<file path="src/rtl/i2cm_pkg.sv">
// ----------------------------------------------------------------------------
// i2cm_pkg
// Types and constants for the I2C register access master.
// ----------------------------------------------------------------------------
package i2cm_pkg;

  localparam int WRITE_DEPTH = 16;
  localparam int QIDX_W      = (WRITE_DEPTH > 1) ? $clog2(WRITE_DEPTH) : 1;
  localparam int QFILL_W     = $clog2(WRITE_DEPTH + 1);

  localparam int PH_W = 5;

  // waveform phases
  localparam logic [PH_W-1:0] PH_IDLE = 5'd0;
  localparam logic [PH_W-1:0] PH_S1   = 5'd1;
  localparam logic [PH_W-1:0] PH_S2   = 5'd2;
  localparam logic [PH_W-1:0] PH_S3   = 5'd3;
  localparam logic [PH_W-1:0] PH_R0   = 5'd4;
  localparam logic [PH_W-1:0] PH_R1   = 5'd5;
  localparam logic [PH_W-1:0] PH_R2   = 5'd6;
  localparam logic [PH_W-1:0] PH_R3   = 5'd7;
  localparam logic [PH_W-1:0] PH_TX   = 5'd8;
  localparam logic [PH_W-1:0] PH_ACK  = 5'd16;
  localparam logic [PH_W-1:0] PH_RXL  = 5'd24;
  localparam logic [PH_W-1:0] PH_RXH  = 5'd25;
  localparam logic [PH_W-1:0] PH_KL   = 5'd26;
  localparam logic [PH_W-1:0] PH_KH   = 5'd27;
  localparam logic [PH_W-1:0] PH_KE   = 5'd28;
  localparam logic [PH_W-1:0] PH_P0   = 5'd29;
  localparam logic [PH_W-1:0] PH_P1   = 5'd30;
  localparam logic [PH_W-1:0] PH_P2   = 5'd31;

  // byte stages (bits [2:1] of a TX / ACK phase)
  localparam logic [1:0] ST_ADDRW = 2'd0;
  localparam logic [1:0] ST_REG   = 2'd1;
  localparam logic [1:0] ST_ADDRR = 2'd2;
  localparam logic [1:0] ST_DATA  = 2'd3;

  // commands
  localparam logic [1:0] CMD_TICK  = 2'd0;
  localparam logic [1:0] CMD_READ  = 2'd1;
  localparam logic [1:0] CMD_WRITE = 2'd2;
  localparam logic [1:0] CMD_QUEUE = 2'd3;

  // configuration register indexes
  localparam logic REG_PHASE_TICKS = 1'b0;
  localparam logic REG_ACK_LIMIT   = 1'b1;

  localparam logic [7:0] PHASE_TICKS_RST = 8'd1;
  localparam logic [7:0] ACK_LIMIT_RST   = 8'd250;

  typedef struct packed {
    logic [1:0] cmd;
    logic [6:0] dev_addr;
    logic [7:0] reg_addr;
    logic [7:0] byte_count;
    logic [7:0] write_byte;
    logic       sda_in;
  } in_data_t;

  typedef struct packed {
    logic       scl_level;
    logic       sda_level;
    logic       sda_drive;
    logic [7:0] read_byte;
    logic       read_valid;
    logic       read_last;
    logic       busy_res;
    logic       ack_timeout;
    logic       done_res;
  } out_data_t;

endpackage

</file>
<file path="src/rtl/i2c_master_register_access.sv">
// ----------------------------------------------------------------------------
// i2c_master_register_access
// Pin-level I2C master: register reads and queued register writes, one
// waveform phase per phase_ticks tick words, with ACK timeout abort.
// ----------------------------------------------------------------------------
// The result word of an accepted input word is registered and valid in the cycle after it.
// Throughput: one word per cycle while out_ready is high; the phase/state update is a single
//   registered pass, and the output register frees as the result is taken.
// Reset (synchronous, rst_n low): bus idle, queue empty, phase_ticks = 1,
//   ack_limit = 250; queue entries hold garbage until written.
module i2c_master_register_access (
  input  logic                clk,
  input  logic                rst_n,
  input  logic                in_valid,
  output logic                in_ready,
  input  i2cm_pkg::in_data_t  in_data,
  output logic                out_valid,
  input  logic                out_ready,
  output i2cm_pkg::out_data_t out_data,
  input  logic                cfg_we,
  input  logic                cfg_addr,
  input  logic [7:0]          cfg_wdata
);

  logic [7:0] phase_ticks_r;
  logic [7:0] ack_limit_r;

  logic [i2cm_pkg::PH_W-1:0]    phase_r, phase_nxt;
  logic [2:0]                   bit_index_r, bit_index_nxt;
  logic [7:0]                   shift_r, shift_nxt;
  logic [7:0]                   bytes_left_r, bytes_left_nxt;
  logic [7:0]                   ack_polls_r, ack_polls_nxt;
  logic [7:0]                   tick_count_r, tick_count_nxt;
  logic                         is_read_r, is_read_nxt;
  logic [6:0]                   saved_dev_r, saved_dev_nxt;
  logic [7:0]                   saved_reg_r, saved_reg_nxt;
  logic [i2cm_pkg::QFILL_W-1:0] queue_fill_r, queue_fill_nxt;

  logic [7:0] queue_mem [i2cm_pkg::WRITE_DEPTH];
  logic [7:0] q_rd_r;

  logic                out_valid_r;
  i2cm_pkg::out_data_t out_data_r, out_nxt;

  logic in_fire;
  logic q_wr;
  logic scl_c, sda_c, drv_c;
  logic in_tx, in_ack;
  logic held;
  logic [1:0] stage;
  logic [7:0] bl_eff;
  logic [8:0] q_idx;
  logic [7:0] rx_shift;
  logic tmo_c;

  assign in_ready  = !out_valid_r || out_ready;
  assign in_fire   = in_valid && in_ready;
  assign out_valid = out_valid_r;
  assign out_data  = out_data_r;

  assign in_tx  = (phase_r[4:3] == 2'b01);
  assign in_ack = (phase_r[4:3] == 2'b10);
  assign stage  = phase_r[2:1];

  // line levels of the current phase
  always_comb begin
    scl_c = 1'b1;
    sda_c = 1'b1;
    drv_c = 1'b1;
    if (in_tx) begin
      scl_c = phase_r[0];
      sda_c = shift_r[7];
    end else if (in_ack) begin
      scl_c = phase_r[0];
      drv_c = 1'b0;
    end else begin
      case (phase_r)
        i2cm_pkg::PH_S1, i2cm_pkg::PH_R1: ;
        i2cm_pkg::PH_S2, i2cm_pkg::PH_R2: sda_c = 1'b0;
        i2cm_pkg::PH_S3, i2cm_pkg::PH_R3: begin
          scl_c = 1'b0;
          sda_c = 1'b0;
        end
        i2cm_pkg::PH_R0:  scl_c = 1'b0;
        i2cm_pkg::PH_RXL: begin
          scl_c = 1'b0;
          drv_c = 1'b0;
        end
        i2cm_pkg::PH_RXH: drv_c = 1'b0;
        i2cm_pkg::PH_KL, i2cm_pkg::PH_KE: begin
          scl_c = 1'b0;
          sda_c = (bytes_left_r <= 8'd1);
        end
        i2cm_pkg::PH_KH: sda_c = (bytes_left_r <= 8'd1);
        i2cm_pkg::PH_P0: begin
          scl_c = 1'b0;
          sda_c = 1'b0;
        end
        i2cm_pkg::PH_P1: sda_c = 1'b0;
        i2cm_pkg::PH_P2: ;
        default: drv_c = 1'b0;
      endcase
    end
  end

  assign held     = ({1'b0, tick_count_r} + 9'd1) >= {1'b0, phase_ticks_r};
  assign rx_shift = {shift_r[6:0], in_data.sda_in};

  // bytes left after an ACKed data byte, and the queue slot it selects
  assign bl_eff = (stage == i2cm_pkg::ST_DATA && bytes_left_r != 8'd0) ?
                  bytes_left_r - 8'd1 : bytes_left_r;
  assign q_idx  = {{(9 - i2cm_pkg::QFILL_W){1'b0}}, queue_fill_r} - {1'b0, bl_eff};

  always_comb begin
    phase_nxt      = phase_r;
    bit_index_nxt  = bit_index_r;
    shift_nxt      = shift_r;
    bytes_left_nxt = bytes_left_r;
    ack_polls_nxt  = ack_polls_r;
    tick_count_nxt = tick_count_r;
    is_read_nxt    = is_read_r;
    saved_dev_nxt  = saved_dev_r;
    saved_reg_nxt  = saved_reg_r;
    queue_fill_nxt = queue_fill_r;
    q_wr           = 1'b0;
    tmo_c          = 1'b0;
    out_nxt        = '0;
    out_nxt.scl_level = scl_c;
    out_nxt.sda_level = sda_c;
    out_nxt.sda_drive = drv_c;

    case (in_data.cmd)
      i2cm_pkg::CMD_READ, i2cm_pkg::CMD_WRITE: begin
        if (phase_r == i2cm_pkg::PH_IDLE) begin
          saved_dev_nxt  = in_data.dev_addr;
          saved_reg_nxt  = in_data.reg_addr;
          is_read_nxt    = (in_data.cmd == i2cm_pkg::CMD_READ);
          bytes_left_nxt = (in_data.cmd == i2cm_pkg::CMD_READ) ? in_data.byte_count :
                           8'(queue_fill_r);
          phase_nxt      = i2cm_pkg::PH_S1;
          tick_count_nxt = '0;
        end
      end
      i2cm_pkg::CMD_QUEUE: begin
        if (phase_r == i2cm_pkg::PH_IDLE &&
            queue_fill_r < i2cm_pkg::QFILL_W'(i2cm_pkg::WRITE_DEPTH)) begin
          q_wr           = 1'b1;
          queue_fill_nxt = queue_fill_r + i2cm_pkg::QFILL_W'(1);
        end
      end
      default: begin
        if (phase_r != i2cm_pkg::PH_IDLE) begin
          if (!held) begin
            tick_count_nxt = tick_count_r + 8'd1;
          end else begin
            tick_count_nxt = '0;  // every held branch below enters a phase or keeps polling
            if (in_ack && phase_r[0]) begin
              if (!in_data.sda_in) begin
                case (stage)
                  i2cm_pkg::ST_ADDRW: begin
                    shift_nxt     = saved_reg_r;
                    bit_index_nxt = '0;
                    phase_nxt     = i2cm_pkg::PH_TX + 5'd2;
                  end
                  i2cm_pkg::ST_ADDRR: begin
                    if (bytes_left_r == 8'd0) begin
                      if (!is_read_r) queue_fill_nxt = '0;
                      phase_nxt = i2cm_pkg::PH_P0;
                    end else begin
                      shift_nxt     = '0;
                      bit_index_nxt = '0;
                      phase_nxt     = i2cm_pkg::PH_RXL;
                    end
                  end
                  default: begin
                    // register byte or data byte ACKed
                    if (stage == i2cm_pkg::ST_REG && is_read_r) begin
                      phase_nxt = i2cm_pkg::PH_R0;
                    end else begin
                      bytes_left_nxt = bl_eff;
                      if (bl_eff == 8'd0 || bl_eff > 8'(queue_fill_r) ||
                          q_idx >= 9'(i2cm_pkg::WRITE_DEPTH)) begin
                        if (!is_read_r) queue_fill_nxt = '0;
                        phase_nxt = i2cm_pkg::PH_P0;
                      end else begin
                        shift_nxt     = q_rd_r;
                        bit_index_nxt = '0;
                        phase_nxt     = i2cm_pkg::PH_TX + 5'd6;
                      end
                    end
                  end
                endcase
              end else if (ack_polls_r >= ack_limit_r) begin
                tmo_c = 1'b1;
                if (!is_read_r) queue_fill_nxt = '0;
                phase_nxt = i2cm_pkg::PH_P0;
              end else begin
                ack_polls_nxt  = ack_polls_r + 8'd1;
                tick_count_nxt = tick_count_r;
              end
            end else if (in_tx) begin
              if (phase_r[0]) begin
                shift_nxt     = {shift_r[6:0], 1'b0};
                bit_index_nxt = bit_index_r + 3'd1;
                if (bit_index_r == 3'd7) begin
                  ack_polls_nxt = '0;
                  phase_nxt     = phase_r + 5'd7;  // to the ACK low phase of this stage
                end else begin
                  phase_nxt = phase_r - 5'd1;
                end
              end else begin
                phase_nxt = phase_r + 5'd1;
              end
            end else if (in_ack) begin
              phase_nxt = phase_r + 5'd1;
            end else begin
              case (phase_r)
                i2cm_pkg::PH_S1:  phase_nxt = i2cm_pkg::PH_S2;
                i2cm_pkg::PH_S2:  phase_nxt = i2cm_pkg::PH_S3;
                i2cm_pkg::PH_S3: begin
                  shift_nxt     = {saved_dev_r, 1'b0};
                  bit_index_nxt = '0;
                  phase_nxt     = i2cm_pkg::PH_TX;
                end
                i2cm_pkg::PH_R0:  phase_nxt = i2cm_pkg::PH_R1;
                i2cm_pkg::PH_R1:  phase_nxt = i2cm_pkg::PH_R2;
                i2cm_pkg::PH_R2:  phase_nxt = i2cm_pkg::PH_R3;
                i2cm_pkg::PH_R3: begin
                  shift_nxt     = {saved_dev_r, 1'b1};
                  bit_index_nxt = '0;
                  phase_nxt     = i2cm_pkg::PH_TX + 5'd4;
                end
                i2cm_pkg::PH_RXL: phase_nxt = i2cm_pkg::PH_RXH;
                i2cm_pkg::PH_RXH: begin
                  shift_nxt     = rx_shift;
                  bit_index_nxt = bit_index_r + 3'd1;
                  if (bit_index_r == 3'd7) begin
                    out_nxt.read_byte  = rx_shift;
                    out_nxt.read_valid = 1'b1;
                    out_nxt.read_last  = (bytes_left_r <= 8'd1);
                    phase_nxt          = i2cm_pkg::PH_KL;
                  end else begin
                    phase_nxt = i2cm_pkg::PH_RXL;
                  end
                end
                i2cm_pkg::PH_KL:  phase_nxt = i2cm_pkg::PH_KH;
                i2cm_pkg::PH_KH:  phase_nxt = i2cm_pkg::PH_KE;
                i2cm_pkg::PH_KE: begin
                  if (bytes_left_r <= 8'd1) begin
                    bytes_left_nxt = '0;
                    if (!is_read_r) queue_fill_nxt = '0;
                    phase_nxt = i2cm_pkg::PH_P0;
                  end else begin
                    bytes_left_nxt = bytes_left_r - 8'd1;
                    shift_nxt      = '0;
                    phase_nxt      = i2cm_pkg::PH_RXL;
                  end
                end
                i2cm_pkg::PH_P0:  phase_nxt = i2cm_pkg::PH_P1;
                i2cm_pkg::PH_P1:  phase_nxt = i2cm_pkg::PH_P2;
                i2cm_pkg::PH_P2: begin
                  out_nxt.done_res = 1'b1;
                  phase_nxt        = i2cm_pkg::PH_IDLE;
                end
                default: phase_nxt = i2cm_pkg::PH_IDLE;
              endcase
            end
          end
        end
      end
    endcase

    out_nxt.ack_timeout = tmo_c;
    out_nxt.busy_res    = (phase_nxt != i2cm_pkg::PH_IDLE);
  end

  always_ff @(posedge clk) begin
    if (!rst_n) begin
      phase_ticks_r <= i2cm_pkg::PHASE_TICKS_RST;
      ack_limit_r   <= i2cm_pkg::ACK_LIMIT_RST;
    end else if (cfg_we) begin
      case (cfg_addr)
        i2cm_pkg::REG_PHASE_TICKS: phase_ticks_r <= cfg_wdata;
        i2cm_pkg::REG_ACK_LIMIT:   ack_limit_r   <= cfg_wdata;
        default: ;
      endcase
    end
  end

  always_ff @(posedge clk) begin
    if (!rst_n) begin
      phase_r      <= i2cm_pkg::PH_IDLE;
      bit_index_r  <= '0;
      shift_r      <= '0;
      bytes_left_r <= '0;
      ack_polls_r  <= '0;
      tick_count_r <= '0;
      is_read_r    <= 1'b0;
      saved_dev_r  <= '0;
      saved_reg_r  <= '0;
      queue_fill_r <= '0;
    end else if (in_fire) begin
      phase_r      <= phase_nxt;
      bit_index_r  <= bit_index_nxt;
      shift_r      <= shift_nxt;
      bytes_left_r <= bytes_left_nxt;
      ack_polls_r  <= ack_polls_nxt;
      tick_count_r <= tick_count_nxt;
      is_read_r    <= is_read_nxt;
      saved_dev_r  <= saved_dev_nxt;
      saved_reg_r  <= saved_reg_nxt;
      queue_fill_r <= queue_fill_nxt;
    end
  end

  // write queue, no reset
  always_ff @(posedge clk) begin
    if (in_fire && q_wr) begin
      queue_mem[queue_fill_r[i2cm_pkg::QIDX_W-1:0]] <= in_data.write_byte;
    end
  end

  // next data byte, read ahead: the slot is fixed from the ACK low phase on
  always_ff @(posedge clk) begin
    q_rd_r <= queue_mem[q_idx[i2cm_pkg::QIDX_W-1:0]];
  end

  always_ff @(posedge clk) begin
    if (!rst_n) begin
      out_valid_r <= 1'b0;
    end else if (in_fire) begin
      out_valid_r <= 1'b1;
    end else if (out_ready) begin
      out_valid_r <= 1'b0;
    end
  end

  always_ff @(posedge clk) begin
    if (in_fire) begin
      out_data_r <= out_nxt;
    end
  end

  // ---------------------------------------------------------------------------
  // assertions
  // ---------------------------------------------------------------------------
  a_fill_bound: assert property (@(posedge clk) disable iff (!rst_n)
    queue_fill_r <= i2cm_pkg::QFILL_W'(i2cm_pkg::WRITE_DEPTH))
    else $error("write queue fill beyond depth");

  a_idle_bit_index: assert property (@(posedge clk) disable iff (!rst_n)
    phase_r == i2cm_pkg::PH_IDLE |-> bit_index_r == 3'd0)
    else $error("bit index not cleared while idle");

  a_timeout_stop: assert property (@(posedge clk) disable iff (!rst_n)
    (in_fire && tmo_c) |=> (phase_r == i2cm_pkg::PH_P0 && out_valid_r
                            && out_data_r.ack_timeout))
    else $error("ACK timeout did not start a stop");

  a_done_not_busy: assert property (@(posedge clk) disable iff (!rst_n)
    (out_valid_r && out_data_r.done_res) |-> !out_data_r.busy_res)
    else $error("done reported while still busy");

  a_ready_when_empty: assert property (@(posedge clk) disable iff (!rst_n)
    !out_valid_r |-> in_ready)
    else $error("input stalled with empty output register");

endmodule

</file>
<file path="config.mk">
export PLATFORM = sky130hd
export DESIGN_NAME = i2c_master_register_access
export DESIGN_NICKNAME = d
export VERILOG_FILES = /design/src/rtl/i2cm_pkg.sv /design/src/rtl/i2c_master_register_access.sv
export SDC_FILE = /design/constraint.sdc
export NUM_CORES = 1
export LEC_CHECK = 0
export BUFFER_PORTS_ARGS = -buffer_cell sky130_fd_sc_hd__buf_2
export CAP_MARGIN = 30
export CORE_ASPECT_RATIO = 1.1
export CORE_UTILIZATION = 65
export DETAILED_ROUTE_END_ITERATION = 6
export PLACE_DENSITY = 0.84
export SLEW_MARGIN = 15
export SYNTH_ARGS = -nofsm -noshare
export SYNTH_HDL_FRONTEND = slang
export SYNTH_SLANG_ARGS = --single-unit
</file>
<file path="constraint.sdc">
create_clock -name clk -period 7.83 [get_ports clk]
set_clock_uncertainty 0.2 [all_clocks]
set_input_delay 1.9575 -clock clk [delete_from_list [all_inputs] [get_ports clk]]
set_output_delay 1.9575 -clock clk [all_outputs]
set_load 0.1 [all_outputs]
</file>
Word level (Yosys, flattened, before mapping)
Memories as Yosys holds them, arrays and structs flattened. A register that Yosys moved wholly into a read port is not among the register bits.
Cells that the tools add are included.
Word-level totals
  bits of input ports: 48
  output and inout bits: 18
  register bits: 94
  bits in writable memories: 128
  logic and storage cells: 247
  memories kept: 1
Memories
  queue_mem: depth 16, bits a word 8, read ports 1, clocked after memory_dff 1, write ports 1, RTL line i2c_master_register_access.sv:39  | logic [7:0] queue_mem [i2cm_pkg::WRITE_DEPTH];
Cells by class
  add/sub/neg operators: 10
  bitwise logic cells: 10
  muxes and demuxes: 99
  equal/unequal tests: 48
  $lt $le $gt $ge: 6
  reduce and logical (&&, ||, !) cells: 51
Operators by type and width (count)
  $mux W8: 34
  $mux W5: 26
  $pmux W5 S14: 1
  $pmux W8 S2: 3
  $eq A5 B5 Y1 const B: 8
  $pmux W5 S2: 4
  $pmux W8 S4: 1
  $mux W3: 10
  $reduce_and A11 Y1: 2
  $eq A5 B3 Y1 const B: 4
  $add A8 B1 Y8 const B: 2
  $logic_not A8 Y1: 2
  $reduce_bool A2 Y1: 8
  $mux W1: 15
  $ne A3 B2 Y1 const B: 5
  $reduce_and A14 Y1: 1
  $reduce_or A7 Y1: 2
  $reduce_or A13 Y1: 1
  $ne A3 B1 Y1 const B: 4
  $ne A4 B2 Y1 const B: 3
  $pmux W3 S2: 2
  $reduce_and A12 Y1: 1
  $add A5 B1 Y5 const B: 2
  $eq A2 B2 Y1 const B: 5
  45 further kinds: 78

Depth between registers and ports, before layout
  word-level depth: 15
  mapped depth: 17
  mapped depth without buffers: 15

Worst setup path after synthesis
No wires, ideal clock.
  path kind: input to register
  start point: input out_ready
  end point: memory queue_mem[3][0], enable pin
  data arrival time: 4.443 ns
  path slack: 2.803 ns
  data required time: 7.247 ns
  cell stages on the path: 6
  library setup time: 0.383 ns
  buffers on the path: 1
  path through: nand2b_1 nand2_1 clkbuf_1 nor4_1 nand2_1 nor3_1
Between the ends
  cells in the longest elaborated chain, start to end: 5
Ends and longest elaborated chain
  from (decl): RTL line i2c_master_register_access.sv:18  | input logic out_ready,
  $logic_or A1 B1 Y1: RTL line i2c_master_register_access.sv:56  | assign in_ready = !out_valid_r || out_ready;
  $logic_and A1 B1 Y1: RTL line i2c_master_register_access.sv:57  | assign in_fire = in_valid && in_ready;
  $logic_and A1 B1 Y1: RTL line i2c_master_register_access.sv:318  | if (in_fire && q_wr) begin
  $mux W1: RTL line i2c_master_register_access.sv:318
  $mux W1 (not written as such): RTL line i2c_master_register_access.sv:319  | queue_mem[queue_fill_r[i2cm_pkg::QIDX_W-1:0]] <= in_data.write_byte;
  to (decl): RTL line i2c_master_register_access.sv:39
Every way passes these cells.

Worst setup path after layout
  start point: register bytes_left_r[0]
  end point: register shift_r[4]
Between the ends
  cells in the longest elaborated chain, start to end: 8
  elaborated cells between the ends (all ways): 16
  those cells by class: add/sub (2); order compare (3); eq/ne (3); mux (1); reduce/logical (7)
Ends and longest elaborated chain
  from (decl): RTL line i2c_master_register_access.sv:31  | logic [7:0] bytes_left_r, bytes_left_nxt;
  from (signal assigned): RTL line i2c_master_register_access.sv:306  | bytes_left_r <= bytes_left_nxt;
  branches (longest 7 deep; another with $sub A5 B8 Y9)
  $reduce_and A12 Y1 (no line) *
  to (signal assigned): RTL line i2c_master_register_access.sv:305  | shift_r <= shift_nxt;
  to (decl): RTL line i2c_master_register_access.sv:30  | logic [7:0] shift_r, shift_nxt;
Every way passes the cells marked *.
A chain may end at the register's enable or synchronous reset.

==> out/qor.txt <==
Via count: 8,675
Layout Area Growth over Synthesis: 11.2%
Dominant cell type by area after synthesis: edfxtp_1
DPL Wire Length: 18,700 um
Setup fix buffers added after clock tree synthesis: 0
Worst Hold Class: reg2reg
WP buf/inv: 2
Slew Viols, Final: 0
Slew at the pin closest to its max-slew limit: 1.01 ns
Largest family of logic cells by synthesized area: compound AO/OA/AOI/OAI gates
Ys flop type: edfxtp_1
All-Layer GR Usage: 30.9%
CTS buffer count: 23
Mean Syn Cell Area: 11.0 um^2
Total of max-cap violations: 0
Number of synthesized flops with an enable pin: 144
Clock Pin Slew Worst Setup and Hold Paths: 0.06 ns
Crit path max-delay family: compound AO/OA/AOI/OAI gates
Total power divided by cell area: 220 nW/um^2
Clock Path Buffers: 3
Ys async rst share: 0%
CP max stage cell: dfxtp_1
DRT Pass-1 Iters: 6
Die H: 142 um
Grt ovf: 0
Arrival time of the worst setup path: 5.09 ns
Setup Viol. Count Final: 0
WP data required: 8.05 ns
Placer Congestion: 0.921
Simple-Gate Fraction of Synth Area: 13.8%
Hold Vio Cnt, Final: 0
Hold-fix buffers, CTS: 0
Status: complete, no violations
Placed instance area: 11,900 um^2
Synth cell count leaders: edfxtp_1, nand2_1, dfxtp_1, a21oi_1, nor2_1
Fraction of synthesized area in multiplexers: 8.26%
Fmax: 206 MHz
CP max stage delay: 0.52 ns
Sequence of cells on the critical path: inv_1 -> ha_1 -> nor3b_4 -> a21oi_2 -> xnor2_1 -> ha_2 -> inv_1 -> ha_1 -> a221oi_2 -> a2111oi_4 -> a21o_1 -> a211oi_2 -> o22ai_1 -> and2_1 -> a311oi_1
Fin crit period: 4.87 ns
Root Driver: clkbuf_16
Row Count: 50
Clk Latency, worst-skew pair: 0.52 ns
Clock Sinks: 230
Endpoint class of the critical path: register
Share of layout cells above drive strength 1: 16.6%
Synth area leaders: edfxtp_1, dfxtp_1, mux4_2, ha_1, nand2_1
#FFs+latches synth: 230
Setup_tns: 0 ns
Core area: 17,200 um^2
Port buffer count: 65
DIE WIDTH: 129 um
Synth Area in Compound Gates: 15.1%
DRC: 0
Sequential fraction of the synthesis area: 52.5%
RSZ-0062 raised after global routing: no
Worst rel slew slack: 32.6%
Syn_nets: 1,135
H-tree lvl count: 1
Initial core utilization: 66.9%
Leakage Power: 4.67 nW
Crit-path max FO: 11
Final ANT Viol Nets: 0
Vias/cell: 6.49
Routed len/inst: 20.4 um
Post-CTS Resized: 0
TritonCTS clock tree: yes
First-pass GRT wire length: 43,500 um
Finished Core Util: 74.4%
Cell count after synthesis: 1,044
Routed wire length: 27,300 um
Mapped Area: 11,500 um^2
Period Utilization, post-route: 62.1%
Netlist cell types: 85
Pwr Total: 2.81 mW
Warnings, synthesis: 0
NumNets Final: 1,176
Pin count of the biggest net entering global routing: 53
Antenna violations before repair: 1
VDD IR max: 0.000315 V
Final Cell Area: 12,800 um^2
Startpoint Class: register
CP Class: reg2reg
Dominant cell by count in the synthesized netlist: edfxtp_1
WHS: 0.256 ns
I/O Pins: 66
Post-synthesis xor/xnor area fraction: 1.75%
Adder-Cell Fraction of Synth Area: 4.85%
Vias in the first global route: 8,291
Area share of the largest cell type after synthesis: 37.6%
First DRT Iteration DRCs: 881
Max FFs per register: 128
Die footprint: 18,300 um^2
where the power goes:
group          switching, mW  internal (mW)  total (mW)
sequential            0.0189           1.31        1.33
clock                  0.456          0.705        1.16
combinational          0.218          0.101       0.320
metrics by stage:
step | instances | worst slack [ns]
floorplan | 1044 | 2.80
global placement | 1287 | 2.62
detailed placement | 1289 | 2.33
CTS | 1330 | 2.80
global route | 1336 | 2.64
finish | 1336 | 2.96
cell families (layout without fill, tap and decap cells):
group,count (synthesis),after routing
AOI/OAI and AO/OA,261,261
xor gates and xnor gates,23,23
adders and majority gates,45,45
buffers and inverters,105,162
DFF,230,230
muxes,54,54
other,0,1
and+or+nand+nor,326,326
tightest hold or removal path, stage by stage, from the launching register on:
cell and delay, ns:
dfxtp_1 0.31, nand2_1 0.05, a21oi_1 0.05
layout by cell type (no fill, tap or decap), drive strengths merged, types with 29 or more instances in the layout:
master and instances:
o21ai 58, mux4 32, edfxtp 144, a21oi 83, nor2 74, nand2 116
nand3 29, ha 43, buf 74, dfxtp 86, inv 44
final cells by class:
cell class / instances / area [um^2]
inverters: 45 / 169
multi-input cells: 709 / 5060
repair buffers: 76 / 427
flip-flops and latches: 230 / 6050
fillers: 1173 / 4400
well taps: 234 / 293
clock inverters: 16 / 216
diodes: 1 / 2.50
clock buffers: 25 / 583
routing by layer:
| metal | global-route usage (%) | wire length [um] | vias to the layer above |
|---|---|---|---|
| met3 | 4.30 | 2080 | 79 |
| met1 | 39.5 | 10600 | 4140 |
| li1 | - | - | 4018 |
| met2 | 52.6 | 13600 | 438 |
| met4 | 13.7 | 1020 | 0 |
| met5 | 0 | 0 | - |
path summary, 6_finish.rpt:
kind | slack [ns] | cells after the start | start | end
max | 2.96 | 15 | bytes_left_r[0] | shift_r[4]
min | 0.26 | 2 | saved_reg_r[0] | saved_reg_r[0]
max reg2reg | 2.96 | 15 | bytes_left_r[0] | shift_r[4]
min reg2reg | 0.26 | 2 | saved_reg_r[0] | saved_reg_r[0]
Note: power is estimated with default switching activity, not from simulation.
